**src/sv/rta_pkg.sv**
```systemverilog
// Shared types and constants of the transmit rate adaptation engine.
// No dependencies; every other file but rta_ram imports this package.
package rta_pkg;

    localparam int NUM_RATES  = 8;
    localparam int NUM_LINKS  = 4;

    localparam int RIDX_W     = (NUM_RATES > 1) ? $clog2(NUM_RATES) : 1;
    localparam int LIDX_W     = (NUM_LINKS > 1) ? $clog2(NUM_LINKS) : 1;
    localparam int STAT_DEPTH = NUM_LINKS * NUM_RATES;
    localparam int ADDR_W     = $clog2(STAT_DEPTH);

    localparam int CNT_W      = 32;
    localparam int EWMA_W     = 7;
    localparam int THR_W      = 16;
    localparam int CODE_W     = 16;
    localparam int RELOAD_W   = 16;
    localparam int CFG_DATA_W = 64;
    localparam int CFG_IDX_W  = 2;
    localparam int NUM_W      = 39;
    localparam int DCNT_W     = 6;

    // ewma (at most 100) times a 16-bit code fits in 23 bits; divide it by 100
    // as a multiply by ceil(2^32 / 100) and a shift by 32, exact below 2^30
    localparam int THR_NUM_W  = 23;
    localparam int RECIP_W    = 26;
    localparam int PROD_W     = THR_NUM_W + RECIP_W;
    localparam int THR_SHIFT  = 32;
    localparam logic [RECIP_W-1:0] THR_RECIP = 26'd42949673;

    localparam logic [EWMA_W-1:0]   PCT_FULL    = 7'd100;
    localparam logic [RELOAD_W-1:0] RELOAD_INIT = 16'd10;

    typedef enum logic [CFG_IDX_W-1:0] {
        CFG_ENABLE   = 2'd0,
        CFG_CODES_LO = 2'd1,
        CFG_CODES_HI = 2'd2,
        CFG_RELOAD   = 2'd3
    } cfg_idx_t;

    typedef struct packed {
        logic       opcode;
        logic [1:0] link_id;
        logic       success;
        logic [7:0] retries;
        logic       probe_frame;
    } in_item_t;

    typedef struct packed {
        logic [1:0] out_link;
        logic [2:0] current_rate;
        logic       rate_changed;
        logic       probing_now;
        logic [2:0] probe_rate;
    } out_item_t;

    typedef struct packed {
        logic [CNT_W-1:0]  attempt_count;
        logic [CNT_W-1:0]  success_count;
        logic [CNT_W-1:0]  retry_count;
        logic [CNT_W-1:0]  failure_count;
        logic [EWMA_W-1:0] ewma_percent;
        logic [THR_W-1:0]  throughput_est;
    } stat_t;

    localparam int STAT_W = $bits(stat_t);

    typedef enum logic [4:0] {
        ST_IDLE, ST_DECODE, ST_PROBE_ACC, ST_FOLD_RD, ST_FOLD_WAIT, ST_FOLD_SUM,
        ST_PCT_MUL, ST_PCT_DIV, ST_PCT_WAIT, ST_EWMA, ST_THR_MUL, ST_THR_DIV,
        ST_THR_WAIT, ST_FOLD_WR, ST_SCAN_INIT, ST_SCAN_RD, ST_SCAN_CMP, ST_FINISH
    } ctrl_state_t;

    typedef enum logic [3:0] {
        OP_NONE, OP_PROBE_ACC, OP_FOLD_RD, OP_FOLD_SUM, OP_PCT_MUL, OP_PCT_DIV,
        OP_EWMA, OP_THR_MUL, OP_THR_DIV, OP_FOLD_WR, OP_SCAN_INIT, OP_SCAN_RD,
        OP_SCAN_CMP, OP_FINISH
    } dp_op_t;

    typedef struct packed {
        dp_op_t op;
        logic   load_item;
        logic   out_load;
    } dp_cmd_t;

    typedef struct packed {
        logic item_ok;
        logic is_tick;
        logic probe_hit;
        logic probe_active;
        logic att_zero;
        logic div_done;
        logic scan_last;
    } dp_status_t;

    function automatic logic [CNT_W-1:0] sat_add(input logic [CNT_W-1:0] a,
                                                 input logic [CNT_W-1:0] b);
        logic [CNT_W:0] s;
        s = {1'b0, a} + {1'b0, b};
        return s[CNT_W] ? {CNT_W{1'b1}} : s[CNT_W-1:0];
    endfunction

endpackage

```
**src/sv/rta_ctrl.sv**
```systemverilog
// Controller state machine sequencing the datapath for each transaction.
// Depends on rta_pkg.
module rta_ctrl (
    input  logic                aclk,
    input  logic                aresetn,
    input  logic                s_valid,
    output logic                s_ready,
    input  logic                out_free,
    input  rta_pkg::dp_status_t status,
    output rta_pkg::dp_cmd_t    cmd
);
    import rta_pkg::*;

    ctrl_state_t state_reg;
    ctrl_state_t state_next;

    always_ff @(posedge aclk) begin
        if (!aresetn) begin
            state_reg <= ST_IDLE;
        end else begin
            state_reg <= state_next;
        end
    end

    always_comb begin
        state_next = state_reg;
        unique case (state_reg)
            ST_IDLE:      if (s_valid) state_next = ST_DECODE;
            ST_DECODE: begin
                if (!status.item_ok) begin
                    state_next = ST_IDLE;
                end else if (status.is_tick) begin
                    state_next = status.probe_active ? ST_FOLD_RD : ST_SCAN_INIT;
                end else begin
                    state_next = status.probe_hit ? ST_PROBE_ACC : ST_FOLD_RD;
                end
            end
            ST_PROBE_ACC: state_next = ST_IDLE;
            ST_FOLD_RD:   state_next = ST_FOLD_WAIT;
            ST_FOLD_WAIT: state_next = ST_FOLD_SUM;
            ST_FOLD_SUM:  state_next = ST_PCT_MUL;
            // skip the estimate update when the rate has no attempts
            ST_PCT_MUL:   state_next = status.att_zero ? ST_FOLD_WR : ST_PCT_DIV;
            ST_PCT_DIV:   state_next = ST_PCT_WAIT;
            ST_PCT_WAIT:  if (status.div_done) state_next = ST_EWMA;
            ST_EWMA:      state_next = ST_THR_MUL;
            ST_THR_MUL:   state_next = ST_THR_DIV;
            ST_THR_DIV:   state_next = ST_THR_WAIT;
            ST_THR_WAIT:  if (status.div_done) state_next = ST_FOLD_WR;
            ST_FOLD_WR:   state_next = status.is_tick ? ST_SCAN_INIT : ST_IDLE;
            ST_SCAN_INIT: state_next = ST_SCAN_RD;
            ST_SCAN_RD:   state_next = ST_SCAN_CMP;
            ST_SCAN_CMP:  state_next = status.scan_last ? ST_FINISH : ST_SCAN_RD;
            ST_FINISH:    if (out_free) state_next = ST_IDLE;
            default:      state_next = ST_IDLE;
        endcase
    end

    always_comb begin
        cmd.op        = OP_NONE;
        cmd.load_item = 1'b0;
        cmd.out_load  = 1'b0;
        s_ready       = 1'b0;
        unique case (state_reg)
            ST_IDLE: begin
                s_ready       = 1'b1;
                cmd.load_item = s_valid;
            end
            ST_PROBE_ACC: cmd.op = OP_PROBE_ACC;
            ST_FOLD_RD:   cmd.op = OP_FOLD_RD;
            ST_FOLD_SUM:  cmd.op = OP_FOLD_SUM;
            ST_PCT_MUL:   cmd.op = OP_PCT_MUL;
            ST_PCT_DIV:   cmd.op = OP_PCT_DIV;
            ST_EWMA:      cmd.op = OP_EWMA;
            ST_THR_MUL:   cmd.op = OP_THR_MUL;
            ST_THR_DIV:   cmd.op = OP_THR_DIV;
            ST_FOLD_WR:   cmd.op = OP_FOLD_WR;
            ST_SCAN_INIT: cmd.op = OP_SCAN_INIT;
            ST_SCAN_RD:   cmd.op = OP_SCAN_RD;
            ST_SCAN_CMP:  cmd.op = OP_SCAN_CMP;
            ST_FINISH: begin
                if (out_free) begin
                    cmd.op       = OP_FINISH;
                    cmd.out_load = 1'b1;
                end
            end
            default: begin
            end
        endcase
    end
endmodule

```
**config.mk**
```make
export PLATFORM = sky130hd
export DESIGN_NAME = rta_ctrl
export DESIGN_NICKNAME = d
export VERILOG_FILES = /design/src/sv/rta_pkg.sv /design/src/sv/rta_ctrl.sv
export SDC_FILE = /design/constraint.sdc
export NUM_CORES = 1
export LEC_CHECK = 0
export ABC_AREA = 1
export BUFFER_PORTS_ARGS = -buffer_cell sky130_fd_sc_hd__buf_2
export CORE_MARGIN = 2
export CORE_UTILIZATION = 49
export CTS_CLUSTER_SIZE = 25
export DETAILED_ROUTE_END_ITERATION = 8
export GPL_ROUTABILITY_DRIVEN = 0
export PLACE_DENSITY = 0.86
export SKIP_CTS_REPAIR_TIMING = 1
export SKIP_LAST_GASP = 1
export SLEW_MARGIN = 15
export SYNTH_ARGS = -nofsm -noshare
export SYNTH_HDL_FRONTEND = slang
export SYNTH_SLANG_ARGS = --single-unit
```
**constraint.sdc**
```tcl
create_clock -name aclk -period 1.47 [get_ports aclk]
set_input_delay 0.294 -clock aclk [delete_from_list [all_inputs] [get_ports aclk]]
set_output_delay 0.294 -clock aclk [all_outputs]
set_load 0.03 [all_outputs]
```
======== After elaboration in Yosys (flattened, before gate mapping) ========
Cells that the tools add are included.
operators by class
  equal/unequal tests ..................... 21
  multiplexer cells ....................... 18
  reductions and logical operators ........ 2
operators by type and width
  kind                number
  $pmux 5 s17         1
  $pmux 4 s13         1
  $eq 5x4->1 const B  8
  $mux 5              5
  $mux 4              6
  $eq 5x3->1 const B  4
  $eq 5x2->1 const B  2
  $eq 5x5->1 const B  2
  $ne 2x2->1 const B  4
  $eq 5x1->1 const B  1
  $logic_not 5->1     1
  $mux 1              5
  $reduce_and 4->1    1
storage, ports and cells
  bits in registers ....................... 5
  bits of input ports ..................... 11
  output and inout bits ................... 7
  logic and storage cells ................. 42

======== Logic depth before layout (Yosys ltp) ========
  depth after elaboration ................. 4
  gate-level depth with buffers ........... 10
  depth with buffers taken out ............ 9

======== Worst setup path after synthesis ========
No wires, ideal clock.
  path type ............................... register to output
  start point ............................. register state_reg[0]
  end point ............................... output cmd[2] in the netlist's numbering
  arrival time ............................ 1.430 ns
  data required time ...................... 1.176 ns
  path slack .............................. -0.254 ns
  cell stages (with the launch flop) ...... 8
  path buffers ............................ 1
  cells stage by stage .................... dfxtp_1 -> buf_6 -> inv_2 -> nor2_2 -> nand3_1 -> nor2_2 -> nor2_1 -> o2111ai_1
RTL lines
  item                      line            text
  start: declaration        rta_ctrl.sv:14  ctrl_state_t state_reg;
  start signal: assignment  rta_ctrl.sv:21  state_reg <= state_next;
  end: declaration          rta_ctrl.sv:10  output rta_pkg::dp_cmd_t cmd

==> key figures <==
Setup path
  – Crit end category: output port
  – Worst r2r path cells: 9
  – WS Path Type: flip-flop to output port
  – R2R Setup Slk: 0.05 ns
  – Crit path launch type: flip-flop
  – CP required: 1.18 ns
  – Worst Path Max Fanout: 5
  – Critical Path AT: 1.50 ns
  – Worst R2R End: state_reg[4]
  – R2R Path Start: state_reg[0]

Clocking
  – CTS tree: built
  – Clock Tree Buf Depth: 2
  – Max H-tree Level: 1
  – Clk slew on worst S/H paths: 0.05 ns
  – Clock buffer count from CTS: 3
  – Sink Count: 5
  – Worst skew pair latency: 0.26 ns
  – Root Driver: clkbuf_4

Timing
  – Post-Route Skew: 0.00566 ns
  – Minimum clock period: 1.79 ns
  – Max Slew Vio Count: 0
  – Total Negative Setup Slacks: -1.51 ns
  – Relative slew slack: 84.1%
  – Tcrit/Tclk final: 122%
  – Fmax: 558 MHz
  – Final Hold Viols: 0
  – Worst slew pin tran: 0.238 ns
  – RSZ-0062 raised after global routing: true
  – Worst setup margin: -0.321 ns
  – Final setup viols: 7

Power and ir drop
  – Sw Pwr: 0.000347 W
  – Clock power share: 21.9%
  – Sw Ratio: 43.9%
  – Logic pwr share: 56.3%
  – Static Leak: 0.603 nW
  – Pwr Density: 735 mW/mm^2
  – P_int: 0.000443 W
  – Max VDD drop: 0.492 mV
  – Seq pwr share: 21.8%

Job
  – Total of max-cap violations: 0

Yosys
  – Yosys cell types: 21
  – Post-synth top flop: dfxtp_1
  – Synth top area share: 18.4%
  – Yosys reg bits: 5
  – Asr flop ratio synth: 0%
  – Post-synth EDFFs: 0
  – Most frequent cell after synthesis: nand2_1
  – Synth area leaders: nand2_1 18%, dfxtp_1 15%, nor2_1 13%
  – Avg Cell Area, Syn: 5.61 um^2
  – Cell accounting for the most synthesized area: nand2_1
  – Synth Instances: 120
  – YS warnings: 0
  – Sequential fraction of the synthesis area: 14.9%
  – Most frequent cells after synthesis: 33 x nand2_1, 23 x nor2_1, 17 x inv_1
  – Post-Syn Nets: 131
  – Synthesized cell area: 673 um^2

Detailed routing
  – Routed wire length: 2.81 mm
  – Via density: 5.62
  – TritonRoute pass-1 iters: 5
  – Routed length per instance: 16.0 um
  – Initial DRC count: 63
  – Routed Antenna Nets: 0
  – Via count: 989
  – DRC Markers: 0

Placed design
  – IO buf count: 17
  – Placement-stage worst setup slack: -0.0244 ns
  – Post-Place Cells: 167
  – Hpwl dp: 1.64 mm
  – DP Area: 926 um^2

Floorplan
  – Die Wd: 41.1 um
  – Starting Density: 52.4%
  – Core area: 0.00128 mm^2
  – Die area: 0.00169 mm^2
  – Ports: 18
  – Row count: 13
  – Die height: 41.1 um

Global routing
  – First-pass GRT wire length: 3.02 mm
  – Vias in the first global route: 754
  – Largest net degree at the start of global routing: 11
  – All-layer global routing usage: 27.4%
  – Total congestion overflow: 0
  – Initial antenna violation count: 0

Status
  – Failing checks: setup timing
  – Status: finished with violations

Layout
  – Synth-to-layout area growth: 59.9%
  – Final nets: 173
  – Layout cell share with drive strength beyond 1: 43.5%
  – Finished Layout Cells: 176
  – Cell area after layout: 0.00108 mm^2
  – Max FFs per register: 5
  – Diodes inserted: 0

Worst hold path
  – Hold path endpoint: state_reg[0]
  – Hold Crit Class: primary input to flip-flop
  – Hold Path Cell Cnt: 3
  – Hold Startpoint: aresetn
worst max path at each step:
stage / startpoint / endpoint / slack (ns) / cells past startpoint
2_1_floorplan: state_reg[0] / cmd[5] / -0.09 / 7
3_5_place_dp: state_reg[4] / cmd[4] / -0.02 / 8
5_1_grt: state_reg[1] / cmd[5] / -0.44 / 7
3_3_place_gp: state_reg[4] / cmd[4] / -0.02 / 8
6_report: state_reg[1] / cmd[2] / -0.32 / 7
4_1_cts: state_reg[1] / cmd[3] / -0.30 / 6
layout make-up:
class / instances / area, um^2
flip-flops and latches: 5 / 110
clock buffers: 4 / 26.3
fillers: 76 / 209
well taps: 15 / 18.8
repair buffers: 40 / 328
multi-input cells: 93 / 519
inverters: 19 / 73.8
power by group through the flow:
stage | logic [W] | registers, W | clock network, W
after floorplan | 0.000261 | 0.000165 | 0
after global placement | 0.000365 | 0.000174 | 0
after detailed placement | 0.000373 | 0.000175 | 0
after CTS | 0.000375 | 0.000173 | 0.000170
after global routing | 0.000478 | 0.000173 | 0.000190
final | 0.000445 | 0.000173 | 0.000173
cell usage in the layout, fill, tap and decap left out, types with 2 or more instances in the layout:
master / netlist / final
buf_2: 0 / 10
buf_4: 0 / 21
buf_6: 3 / 6
clkbuf_4: 0 / 4
dfxtp_2: 0 / 2
dfxtp_4: 0 / 2
inv_1: 17 / 16
inv_2: 1 / 2
nand2_1: 33 / 32
nand2_2: 3 / 4
nand3_1: 11 / 9
nand3_2: 0 / 2
nand4_1: 5 / 5
nor2_1: 23 / 21
nor2_4: 4 / 9
critical path: stages (launching register included):
cell       delay [ns]
dfxtp_1          0.38
buf_6            0.16
nor2_4           0.04
nand4_1          0.14
nand2_1          0.10
nor2_1           0.13
o2111ai_2        0.12
buf_6            0.16
layer usage:
metal	track usage (%)	wire length (um)	up-vias	part of all wire (%)
met5	0	0	-	0
met3	4.89	239	17	8.5
met4	10.8	107	0	3.8
met2	45.7	1390	67	50
met1	34.2	1070	448	38
li1	-	-	457	-
cell families (layout without fill, tap and decap cells):
| logic type | after synthesis | count (layout) | share of synthesized area, % |
|---|---|---|---|
| compound gates | 5 | 5 | 5.02 |
| buf+inv | 22 | 63 | 16.0 |
| flops | 5 | 5 | 14.9 |
| simple gates | 88 | 88 | 64.1 |
per-stage QoR:
| stage | hold WS (ns) | utilization, % | total power, W |
|---|---|---|---|
| after global routing | 0.293 | 83.7 | 0.000841 |
| after floorplan | 0.392 | - | 0.000426 |
| after CTS | 0.290 | 74.1 | 0.000717 |
| after global placement | 0.525 | 72.1 | 0.000539 |
| after detailed placement | 0.539 | 72.1 | 0.000549 |
| final | 0.305 | 83.7 | 0.000791 |
Power figures use the tool's default switching activity.
